==> src/hdl/tskt_pkg.sv <==
// shared types, widths and codes for the timestamp sorted keyed table
// no dependencies; used by the compare unit, the top level and the checker
`default_nettype none

package tskt_pkg;

   localparam int CAPACITY_DEF = 32;
   localparam int FUNC_W       = 2;
   localparam int KEY_W        = 32;
   localparam int STAMP_W      = 64;
   localparam int RANK_W       = 6;
   localparam int EV_W         = 4;

   typedef logic [FUNC_W-1:0] func_type;
   typedef logic [EV_W-1:0]   ev_type;

   localparam func_type FUNC_ADD    = 2'd0;
   localparam func_type FUNC_REMOVE = 2'd1;
   localparam func_type FUNC_CLEAR  = 2'd2;
   localparam func_type FUNC_READ   = 2'd3;

   localparam ev_type EV_ADDED     = 4'd0;
   localparam ev_type EV_CHANGED   = 4'd1;
   localparam ev_type EV_UNCHANGED = 4'd2;
   localparam ev_type EV_REMOVED   = 4'd3;
   localparam ev_type EV_NOTFOUND  = 4'd4;
   localparam ev_type EV_FULL      = 4'd5;
   localparam ev_type EV_READOK    = 4'd6;
   localparam ev_type EV_READEND   = 4'd7;
   localparam ev_type EV_CLEARDONE = 4'd8;

   typedef struct packed {
      logic [KEY_W-1:0]   key;
      logic [STAMP_W-1:0] stamp;
   } entry_type;

   typedef struct packed {
      logic key_eq;
      logic stamp_eq;
      logic keep_before;
   } cmp_type;

endpackage

`default_nettype wire

==> src/hdl/tskt_cmp.sv <==
// compare unit: key match and signed timestamp order of one stored entry
// depends on tskt_pkg
`default_nettype none

module tskt_cmp (
   input  tskt_pkg::entry_type          entry,
   input  logic [tskt_pkg::KEY_W-1:0]   probe_key,
   input  logic [tskt_pkg::STAMP_W-1:0] probe_stamp,
   output tskt_pkg::cmp_type            result
);

   always_comb begin
      result.key_eq      = (entry.key == probe_key);
      result.stamp_eq    = (entry.stamp == probe_stamp);
      // stored entry stays ahead of the probe when its stamp is equal or larger
      result.keep_before = ($signed(entry.stamp) >= $signed(probe_stamp));
   end

endmodule

`default_nettype wire

==> src/hdl/timestamp_sorted_keyed_table.sv <==
// top level: sorted keyed table with entry memory and a small sequencer
// depends on tskt_pkg and tskt_cmp
//
// Usage: drive req_func, req_key, req_stamp and req_rank with start high; the
// command is taken at a rising edge where start is high and busy is low. Results
// come out as beats on the rsp_ ports, each valid for one cycle while rsp_valid
// is high, with rsp_last on the final beat of a command. The receiver cannot
// stall, so beats are never held back.
// Entries sit in descending timestamp order in a one-write, one-read memory with
// registered read data; every step moves at most one entry:
//   add / update / remove : a key scan over the stored entries, a shift of the
//                           entries that must move and, for add or update, one
//                           write of the new entry
//   read at rank          : one read of the entry at that rank, none past the end
//   clear                 : one removed beat per cycle for each entry, then done
// The last beat shows in the first cycle with busy low, and a new command may be
// taken at that same edge. Reset empties the table at once (the entry count goes
// to zero; memory contents are not cleared) and drops busy and rsp_valid.
`default_nettype none

module timestamp_sorted_keyed_table #(
   parameter int CAPACITY = tskt_pkg::CAPACITY_DEF
) (
   input  logic                                clock,
   input  logic                                reset,
   input  logic                                start,
   output logic                                busy,
   input  logic [tskt_pkg::FUNC_W-1:0]         req_func,
   input  logic [tskt_pkg::KEY_W-1:0]          req_key,
   input  logic signed [tskt_pkg::STAMP_W-1:0] req_stamp,
   input  logic [tskt_pkg::RANK_W-1:0]         req_rank,
   output logic                                rsp_valid,
   output logic [tskt_pkg::EV_W-1:0]           rsp_event_res,
   output logic [tskt_pkg::KEY_W-1:0]          rsp_out_key,
   output logic signed [tskt_pkg::STAMP_W-1:0] rsp_out_stamp,
   output logic                                rsp_last
);

   localparam int IDX_W  = $clog2(CAPACITY);
   localparam int CNT_W  = $clog2(CAPACITY + 1);
   localparam int RANK_W = tskt_pkg::RANK_W;
   localparam logic [CNT_W-1:0] CNT_ONE = CNT_W'(1);
   localparam logic [CNT_W-1:0] CNT_CAP = CNT_W'(CAPACITY);

   typedef enum logic [5:0] {
      S_IDLE  = 6'b000001,
      S_SCAN  = 6'b000010,
      S_SHIFT = 6'b000100,
      S_PUT   = 6'b001000,
      S_CLEAR = 6'b010000,
      S_READ  = 6'b100000
   } state_type;

   state_type state_ff, state_in;

   tskt_pkg::func_type             op_ff, op_in;
   logic [tskt_pkg::KEY_W-1:0]     key_ff, key_in;
   logic [tskt_pkg::STAMP_W-1:0]   stamp_ff, stamp_in;
   logic [RANK_W-1:0]              rank_ff, rank_in;

   logic [CNT_W-1:0] count_ff, count_in;
   logic [CNT_W-1:0] ptr_ff, ptr_in;
   logic [CNT_W-1:0] left_ff, left_in;
   logic [CNT_W-1:0] pidx_ff, pidx_in;
   logic [CNT_W-1:0] fpos_ff, fpos_in;
   logic [CNT_W-1:0] ipos_ff, ipos_in;
   logic             pend_ff, pend_in;
   logic             found_ff, found_in;
   logic             same_ff, same_in;
   logic             up_ff, up_in;
   logic             put_ff, put_in;
   logic [tskt_pkg::STAMP_W-1:0] fstamp_ff, fstamp_in;

   logic                         rsp_valid_ff, rsp_valid_in;
   tskt_pkg::ev_type             rsp_event_ff, rsp_event_in;
   logic [tskt_pkg::KEY_W-1:0]   rsp_key_ff, rsp_key_in;
   logic [tskt_pkg::STAMP_W-1:0] rsp_stamp_ff, rsp_stamp_in;
   logic                         rsp_last_ff, rsp_last_in;

   // entry memory, one write and one registered read per cycle
   tskt_pkg::entry_type mem [CAPACITY];
   tskt_pkg::entry_type rd_data_ff;
   tskt_pkg::entry_type mem_wdata;
   logic                mem_we, mem_re;
   logic [IDX_W-1:0]    mem_waddr, mem_raddr;

   tskt_pkg::cmp_type cmp_res;

   logic [CNT_W-1:0] ptr_inc, ptr_dec, fpos_inc, hi_sel, wpos;
   logic             scan_done;

   tskt_cmp u_cmp (
      .entry       (rd_data_ff),
      .probe_key   (key_ff),
      .probe_stamp (stamp_ff),
      .result      (cmp_res)
   );

   assign ptr_inc   = ptr_ff + CNT_ONE;
   assign ptr_dec   = ptr_ff - CNT_ONE;
   assign fpos_inc  = fpos_ff + CNT_ONE;
   assign hi_sel    = found_ff ? fpos_ff : count_ff;
   assign wpos      = up_ff ? (pidx_ff + CNT_ONE) : (pidx_ff - CNT_ONE);
   assign scan_done = (ptr_ff == count_ff) && !pend_ff;

   always_comb begin
      state_in     = state_ff;
      op_in        = op_ff;
      key_in       = key_ff;
      stamp_in     = stamp_ff;
      rank_in      = rank_ff;
      count_in     = count_ff;
      ptr_in       = ptr_ff;
      left_in      = left_ff;
      pidx_in      = pidx_ff;
      fpos_in      = fpos_ff;
      ipos_in      = ipos_ff;
      pend_in      = 1'b0;
      found_in     = found_ff;
      same_in      = same_ff;
      up_in        = up_ff;
      put_in       = put_ff;
      fstamp_in    = fstamp_ff;
      rsp_valid_in = 1'b0;
      rsp_event_in = rsp_event_ff;
      rsp_key_in   = rsp_key_ff;
      rsp_stamp_in = rsp_stamp_ff;
      rsp_last_in  = rsp_last_ff;
      mem_we       = 1'b0;
      mem_re       = 1'b0;
      mem_raddr    = ptr_ff[IDX_W-1:0];
      mem_waddr    = wpos[IDX_W-1:0];
      mem_wdata    = rd_data_ff;

      case (state_ff)
         S_IDLE: begin
            if (start) begin
               op_in    = req_func;
               key_in   = req_key;
               stamp_in = req_stamp;
               rank_in  = req_rank;
               ptr_in   = '0;
               found_in = 1'b0;
               same_in  = 1'b0;
               ipos_in  = '0;
               case (req_func)
                  tskt_pkg::FUNC_ADD:    state_in = S_SCAN;
                  tskt_pkg::FUNC_REMOVE: state_in = S_SCAN;
                  tskt_pkg::FUNC_CLEAR:  state_in = S_CLEAR;
                  default:               state_in = S_READ;
               endcase
            end
         end

         S_SCAN: begin
            if (ptr_ff != count_ff) begin
               mem_re  = 1'b1;
               pend_in = 1'b1;
               pidx_in = ptr_ff;
               ptr_in  = ptr_inc;
            end
            if (pend_ff) begin
               if (cmp_res.key_eq) begin
                  found_in  = 1'b1;
                  same_in   = cmp_res.stamp_eq;
                  fpos_in   = pidx_ff;
                  fstamp_in = rd_data_ff.stamp;
               end else if (cmp_res.keep_before) begin
                  // insert slot counted in the list without the matching key
                  ipos_in = ipos_ff + CNT_ONE;
               end
            end
            if (scan_done) begin
               if (op_ff == tskt_pkg::FUNC_ADD) begin
                  if (found_ff && same_ff) begin
                     rsp_valid_in = 1'b1;
                     rsp_event_in = tskt_pkg::EV_UNCHANGED;
                     rsp_key_in   = key_ff;
                     rsp_stamp_in = stamp_ff;
                     rsp_last_in  = 1'b1;
                     state_in     = S_IDLE;
                  end else if (!found_ff && (count_ff == CNT_CAP)) begin
                     rsp_valid_in = 1'b1;
                     rsp_event_in = tskt_pkg::EV_FULL;
                     rsp_key_in   = key_ff;
                     rsp_stamp_in = stamp_ff;
                     rsp_last_in  = 1'b1;
                     state_in     = S_IDLE;
                  end else begin
                     state_in = S_SHIFT;
                     put_in   = 1'b1;
                     if (found_ff && (ipos_ff > fpos_ff)) begin
                        // entry moves toward older stamps: close up behind it
                        up_in   = 1'b0;
                        ptr_in  = fpos_inc;
                        left_in = ipos_ff - fpos_ff;
                     end else begin
                        // open a gap at the insert slot
                        up_in   = 1'b1;
                        ptr_in  = hi_sel - CNT_ONE;
                        left_in = hi_sel - ipos_ff;
                     end
                  end
               end else begin
                  if (!found_ff) begin
                     rsp_valid_in = 1'b1;
                     rsp_event_in = tskt_pkg::EV_NOTFOUND;
                     rsp_key_in   = key_ff;
                     rsp_stamp_in = '0;
                     rsp_last_in  = 1'b1;
                     state_in     = S_IDLE;
                  end else begin
                     state_in = S_SHIFT;
                     put_in   = 1'b0;
                     up_in    = 1'b0;
                     ptr_in   = fpos_inc;
                     left_in  = count_ff - fpos_inc;
                  end
               end
            end
         end

         S_SHIFT: begin
            if (left_ff != '0) begin
               mem_re  = 1'b1;
               pend_in = 1'b1;
               pidx_in = ptr_ff;
               ptr_in  = up_ff ? ptr_dec : ptr_inc;
               left_in = left_ff - CNT_ONE;
            end
            if (pend_ff) begin
               mem_we = 1'b1;
            end
            if ((left_ff == '0) && !pend_ff) begin
               if (put_ff) begin
                  state_in = S_PUT;
               end else begin
                  count_in     = count_ff - CNT_ONE;
                  rsp_valid_in = 1'b1;
                  rsp_event_in = tskt_pkg::EV_REMOVED;
                  rsp_key_in   = key_ff;
                  rsp_stamp_in = fstamp_ff;
                  rsp_last_in  = 1'b1;
                  state_in     = S_IDLE;
               end
            end
         end

         S_PUT: begin
            mem_we          = 1'b1;
            mem_waddr       = ipos_ff[IDX_W-1:0];
            mem_wdata.key   = key_ff;
            mem_wdata.stamp = stamp_ff;
            if (!found_ff) begin
               count_in = count_ff + CNT_ONE;
            end
            rsp_valid_in = 1'b1;
            rsp_event_in = found_ff ? tskt_pkg::EV_CHANGED : tskt_pkg::EV_ADDED;
            rsp_key_in   = key_ff;
            rsp_stamp_in = stamp_ff;
            rsp_last_in  = 1'b1;
            state_in     = S_IDLE;
         end

         S_CLEAR: begin
            if (ptr_ff != count_ff) begin
               mem_re  = 1'b1;
               pend_in = 1'b1;
               ptr_in  = ptr_inc;
            end
            if (pend_ff) begin
               rsp_valid_in = 1'b1;
               rsp_event_in = tskt_pkg::EV_REMOVED;
               rsp_key_in   = rd_data_ff.key;
               rsp_stamp_in = rd_data_ff.stamp;
               rsp_last_in  = 1'b0;
            end
            if (scan_done) begin
               count_in     = '0;
               rsp_valid_in = 1'b1;
               rsp_event_in = tskt_pkg::EV_CLEARDONE;
               rsp_key_in   = '0;
               rsp_stamp_in = '0;
               rsp_last_in  = 1'b1;
               state_in     = S_IDLE;
            end
         end

         S_READ: begin
            if (pend_ff) begin
               rsp_valid_in = 1'b1;
               rsp_event_in = tskt_pkg::EV_READOK;
               rsp_key_in   = rd_data_ff.key;
               rsp_stamp_in = rd_data_ff.stamp;
               rsp_last_in  = 1'b1;
               state_in     = S_IDLE;
            end else if (rank_ff < RANK_W'(count_ff)) begin
               mem_re    = 1'b1;
               mem_raddr = rank_ff[IDX_W-1:0];
               pend_in   = 1'b1;
            end else begin
               rsp_valid_in = 1'b1;
               rsp_event_in = tskt_pkg::EV_READEND;
               rsp_key_in   = '0;
               rsp_stamp_in = '0;
               rsp_last_in  = 1'b1;
               state_in     = S_IDLE;
            end
         end

         default: begin
            state_in = S_IDLE;
         end
      endcase
   end

   always_ff @(posedge clock) begin
      if (mem_we) begin
         mem[mem_waddr] <= mem_wdata;
      end
      if (mem_re) begin
         rd_data_ff <= mem[mem_raddr];
      end
   end

   always_ff @(posedge clock) begin
      if (reset) begin
         state_ff     <= S_IDLE;
         count_ff     <= '0;
         pend_ff      <= 1'b0;
         rsp_valid_ff <= 1'b0;
      end else begin
         state_ff     <= state_in;
         count_ff     <= count_in;
         pend_ff      <= pend_in;
         rsp_valid_ff <= rsp_valid_in;
      end
   end

   always_ff @(posedge clock) begin
      op_ff        <= op_in;
      key_ff       <= key_in;
      stamp_ff     <= stamp_in;
      rank_ff      <= rank_in;
      ptr_ff       <= ptr_in;
      left_ff      <= left_in;
      pidx_ff      <= pidx_in;
      fpos_ff      <= fpos_in;
      ipos_ff      <= ipos_in;
      found_ff     <= found_in;
      same_ff      <= same_in;
      up_ff        <= up_in;
      put_ff       <= put_in;
      fstamp_ff    <= fstamp_in;
      rsp_event_ff <= rsp_event_in;
      rsp_key_ff   <= rsp_key_in;
      rsp_stamp_ff <= rsp_stamp_in;
      rsp_last_ff  <= rsp_last_in;
   end

   assign busy          = (state_ff != S_IDLE);
   assign rsp_valid     = rsp_valid_ff;
   assign rsp_event_res = rsp_event_ff;
   assign rsp_out_key   = rsp_key_ff;
   assign rsp_out_stamp = rsp_stamp_ff;
   assign rsp_last      = rsp_last_ff;

endmodule

`default_nettype wire

==> config.mk <==
export PLATFORM = sky130hd
export DESIGN_NAME = timestamp_sorted_keyed_table
export DESIGN_NICKNAME = d
export VERILOG_FILES = /design/src/hdl/tskt_pkg.sv /design/src/hdl/tskt_cmp.sv /design/src/hdl/timestamp_sorted_keyed_table.sv
export SDC_FILE = /design/constraint.sdc
export NUM_CORES = 2
export LEC_CHECK = 0
export BUFFER_PORTS_ARGS = -buffer_cell sky130_fd_sc_hd__buf_2
export CORE_UTILIZATION = 45
export CTS_CLUSTER_DIAMETER = 30
export CTS_CLUSTER_SIZE = 25
export DETAILED_ROUTE_END_ITERATION = 7
export GPL_TIMING_DRIVEN = 1
export PLACE_DENSITY_LB_ADDON = 0.1
export SLEW_MARGIN = 25
export SYNTH_ARGS = -nofsm -noshare
export SYNTH_HDL_FRONTEND = slang
export SYNTH_HIERARCHICAL = 1
export SYNTH_SLANG_ARGS = --single-unit
==> constraint.sdc <==
create_clock -name clock -period 12.7 [get_ports clock]
set_clock_uncertainty 0.2 [all_clocks]
set_input_delay 0.635 -clock clock [delete_from_list [all_inputs] [get_ports clock]]
set_output_delay 0.635 -clock clock [all_outputs]
set_load 0.02 [all_outputs]
==> out/summary.txt <==
Max IR drop VDD: 0.142 mV
Io pins: 210
Post-Synthesis Cells: 9601
Postcts setup bufs: 0
Multi-input combinational cell area: 31500 um2
WP buf/inv: 6
CP top delay family: buffers and inverters
Rows: 204
GPL Wtd Cong: 0.837
Initial Utilization: 45.3%
Max Clock Freq: 140 MHz
Final setup fails: 0
Drc violations: 0
IO Port Bufs: 209
Global route overflow: 0
Hold Path Class: input pin to register
Setup TNS: 0 ns
Clock transition at path regs: 0.05 ns
Unique cell type count in the Yosys netlist: 82
PostCTS Resize Cnt: 0
Core footprint: 310000 um2
TritonCTS Sinks: 3485
Max Slew Vio Count: 0
Area leader, netlist: edfxtp_1
# hold bufs at CTS: 106
Die area: 314000 um2
Final period util: 56.3%
Ys async rst share: 0%
Critical Path Stages: 13
Cell Pwr Density: 206 nW/um2
Most used cell, CP: buf_4
Mapped Area: 140000 um2
Die width: 560 um
Remaining antenna violation count: 0
Worst r2r src: count_ff[5]
Share of the synthesized area in the top cell type: 74.3%
Post-synth EDFFs: 3471
Fill cell count: 24.5k
Yosys Warn Count: 6
Layout cells sized above 1: 16.0%
Syn avg cell area: 14.6 um2
Slew @ Worst Pin: 1.15 ns
CTS Buf Count: 712
LEAKAGE: 60.0 nW
CTS H-Tree Depth: 6
Clk Latency, worst-skew pair: 1.05 ns
WHS Endpoint: stamp_ff[44]
Critical path class: register to register
Crit path time final: 7.16 ns
Min-Delay Path Depth: 2
Final wirelength: 497 mm
Top FF cell, synth: edfxtp_1
Worst Setup Start Kind: register
Top cells by area, synth: edfxtp_1 74%, nand2_1 4.4%, a211oi_1 3.8%
P&R area growth vs syn: 22.2%
Final WS setup: 5.54 ns
Crit end category: register
Vias in the first global route: 90.2k
GRT Total Usage: 31.1%
Initial antenna violation count: 16
Vias per cell: 6.21
Root Driver: clkbuf_16
Dpl ws: 5.69 ns
Die Height: 560 um
Layout net count: 10.4k
Status: finished clean
Hold Vio Cnt, Final: 0
Largest net degree at the start of global routing: 150
Dpl hpwl: 252 mm
Worst reg2reg setup slack: 5.54 ns
Sequential cell area: 105000 um2
CP peak stage delay: 0.75 ns
Drt initial violations: 11.3k
FF-to-FF path depth: 13
RSZ-0062 raised after global routing: no
Synth Register Bits: 3485
DR vias: 92.8k
Drt wl/cell: 33.3 um
Hold path startpoint: req_stamp[44]
CP arrival: 7.71 ns
CP max stage cell: buf_4
Crit-path max FO: 149
MaxCap Viol Count: 0
Slew HR: 23.6%
Crit-path cells: inv_1 -> ha_1 -> nand4_1 -> o211ai_4 -> buf_4 -> buf_4 -> a21o_4 -> buf_4 -> buf_4 -> buf_12 -> nand3_1 -> a311o_1 -> and4_1
Worst EP required: 13.26 ns
CTS tree: done
Clock Path Buffers: 4
Syn_nets: 9811
Initial DRT Pass Iterations: 8
Reg2reg end: rd_data_ff[69]
First-pass GRT wire length: 694 mm
Sequential-to-total area share from yosys stat: 74.5%
## kinds of logic after synthesis
kind of cell             count (synthesis)  synth area share (%)
AO/OA/AOI/OAI                         1840                  9.52
adder cells (fa/ha/maj)                103                 0.945
buffers and inverters                 1131                  3.50
flip-flops                            3485                  74.5
XOR/XNOR                                82                 0.512
multiplexers                           394                  2.96
AND/OR/NAND/NOR                       2566                  8.09
## per-stage QoR
step                hold WS, ns  cells  cell area (um2)  power [mW]  util [%]
finish                   0.0938  14900           171000        35.3      55.4
global route             0.0627  14900           171000        36.2      55.4
CTS                      0.0291  14900           171000        35.3      55.3
detailed placement        0.213  13500           146000        16.8      47.2
global placement          0.201  13500           146000        16.7      47.1
floorplan                 0.200   9601           140000        15.4         -
## worst max-delay path by stage
stage / start / end / slack, ns
finish: count_ff[5] / rd_data_ff[69] / 5.54
global route: count_ff[5] / rd_data_ff[87] / 5.37
CTS: count_ff[5] / rd_data_ff[87] / 5.74
detailed placement: count_ff[5] / rd_data_ff[87] / 5.69
global placement: count_ff[3] / rd_data_ff[67] / 5.93
floorplan: rank_ff[3] / rsp_valid / 4.13
## metal layers
layer  vias up  track usage, %  wire, um  part of all wire (%)
li1      38600               -         -                     -
met2      5066            49.4    231000                    47
met3      1000            5.52     44400                   8.9
met4         4            13.4     22000                   4.4
met1     48100            42.2    199000                    40
met5         -               0        20                0.0040
## Yosys cell counts (50+ instances only)
cell       number
a21oi_1       132
nand3_1       529
edfxtp_1     3471
o21ai_0       184
o22ai_1       249
buf_2         203
nand4_1       101
inv_1         487
a222oi_1       64
ha_1           98
a311oi_1      137
a211oi_1      704
nand2_1      1654
nor2_1         87
a2111oi_0      54
buf_1          50
or4b_1         53
mux2i_1       344
clkbuf_1      316
a31oi_1        62
## layout by cell type (no fill, tap or decap), types with 38 or more instances in the layout
master | Yosys | final
clkbuf_1 | 316 | 83
a222oi_1 | 64 | 64
clkinv_2 | 0 | 119
dlygate4sd3_1 | 0 | 106
inv_6 | 0 | 38
clkinv_1 | 0 | 101
buf_2 | 203 | 213
xor2_1 | 48 | 47
ha_1 | 98 | 98
a2111oi_0 | 54 | 54
buf_4 | 42 | 179
edfxtp_1 | 3471 | 3471
nand2_1 | 1654 | 1636
a21oi_1 | 132 | 130
nor4_1 | 41 | 41
clkinvlp_4 | 0 | 77
inv_1 | 487 | 485
mux2i_1 | 344 | 343
nand3_1 | 529 | 529
clkbuf_16 | 0 | 717
a31oi_1 | 62 | 62
nand4_1 | 101 | 101
a311oi_1 | 137 | 136
or4b_1 | 53 | 53
o21ai_0 | 184 | 182
a32oi_1 | 45 | 44
a211oi_1 | 704 | 704
nor2_1 | 87 | 53
o22ai_1 | 249 | 249
clkinv_4 | 0 | 46
bufinv_16 | 0 | 93
## layout make-up
| cell class | instances | share of cell area (%) |
|---|---|---|
| clock buffer | 805 | 10.7 |
| timing repair buffer | 534 | 2.46 |
| inverter | 487 | 1.07 |
| clock inverter | 512 | 3.45 |
| antenna | 8 | 0.0117 |
| multi-input combinational | 4985 | 18.4 |
| tap | 4120 | 3.01 |
| sequential | 3485 | 60.9 |
## report_power, final
part	total [mW]	switching [mW]	internal [mW]
logic	3.78	2.70	1.08
clock network	18.6	6.31	12.3
registers	12.9	0.127	12.8
## sequential cells by signal, indices dropped and copies added, names as in the netlist, 2 cells and up
signal and flops:
mem 3072, rd_data_ff 96, fstamp_ff 64, rsp_out_stamp 64
stamp_ff 64, key_ff 32, rsp_out_key 32, count_ff 6
fpos_ff 6, ipos_ff 6, left_ff 6, pidx_ff 6
ptr_ff 6, rank_ff 6, state_ff 6, rsp_event_res 4
op_ff 2
No activity file was read; power rests on OpenSTA's default activity.
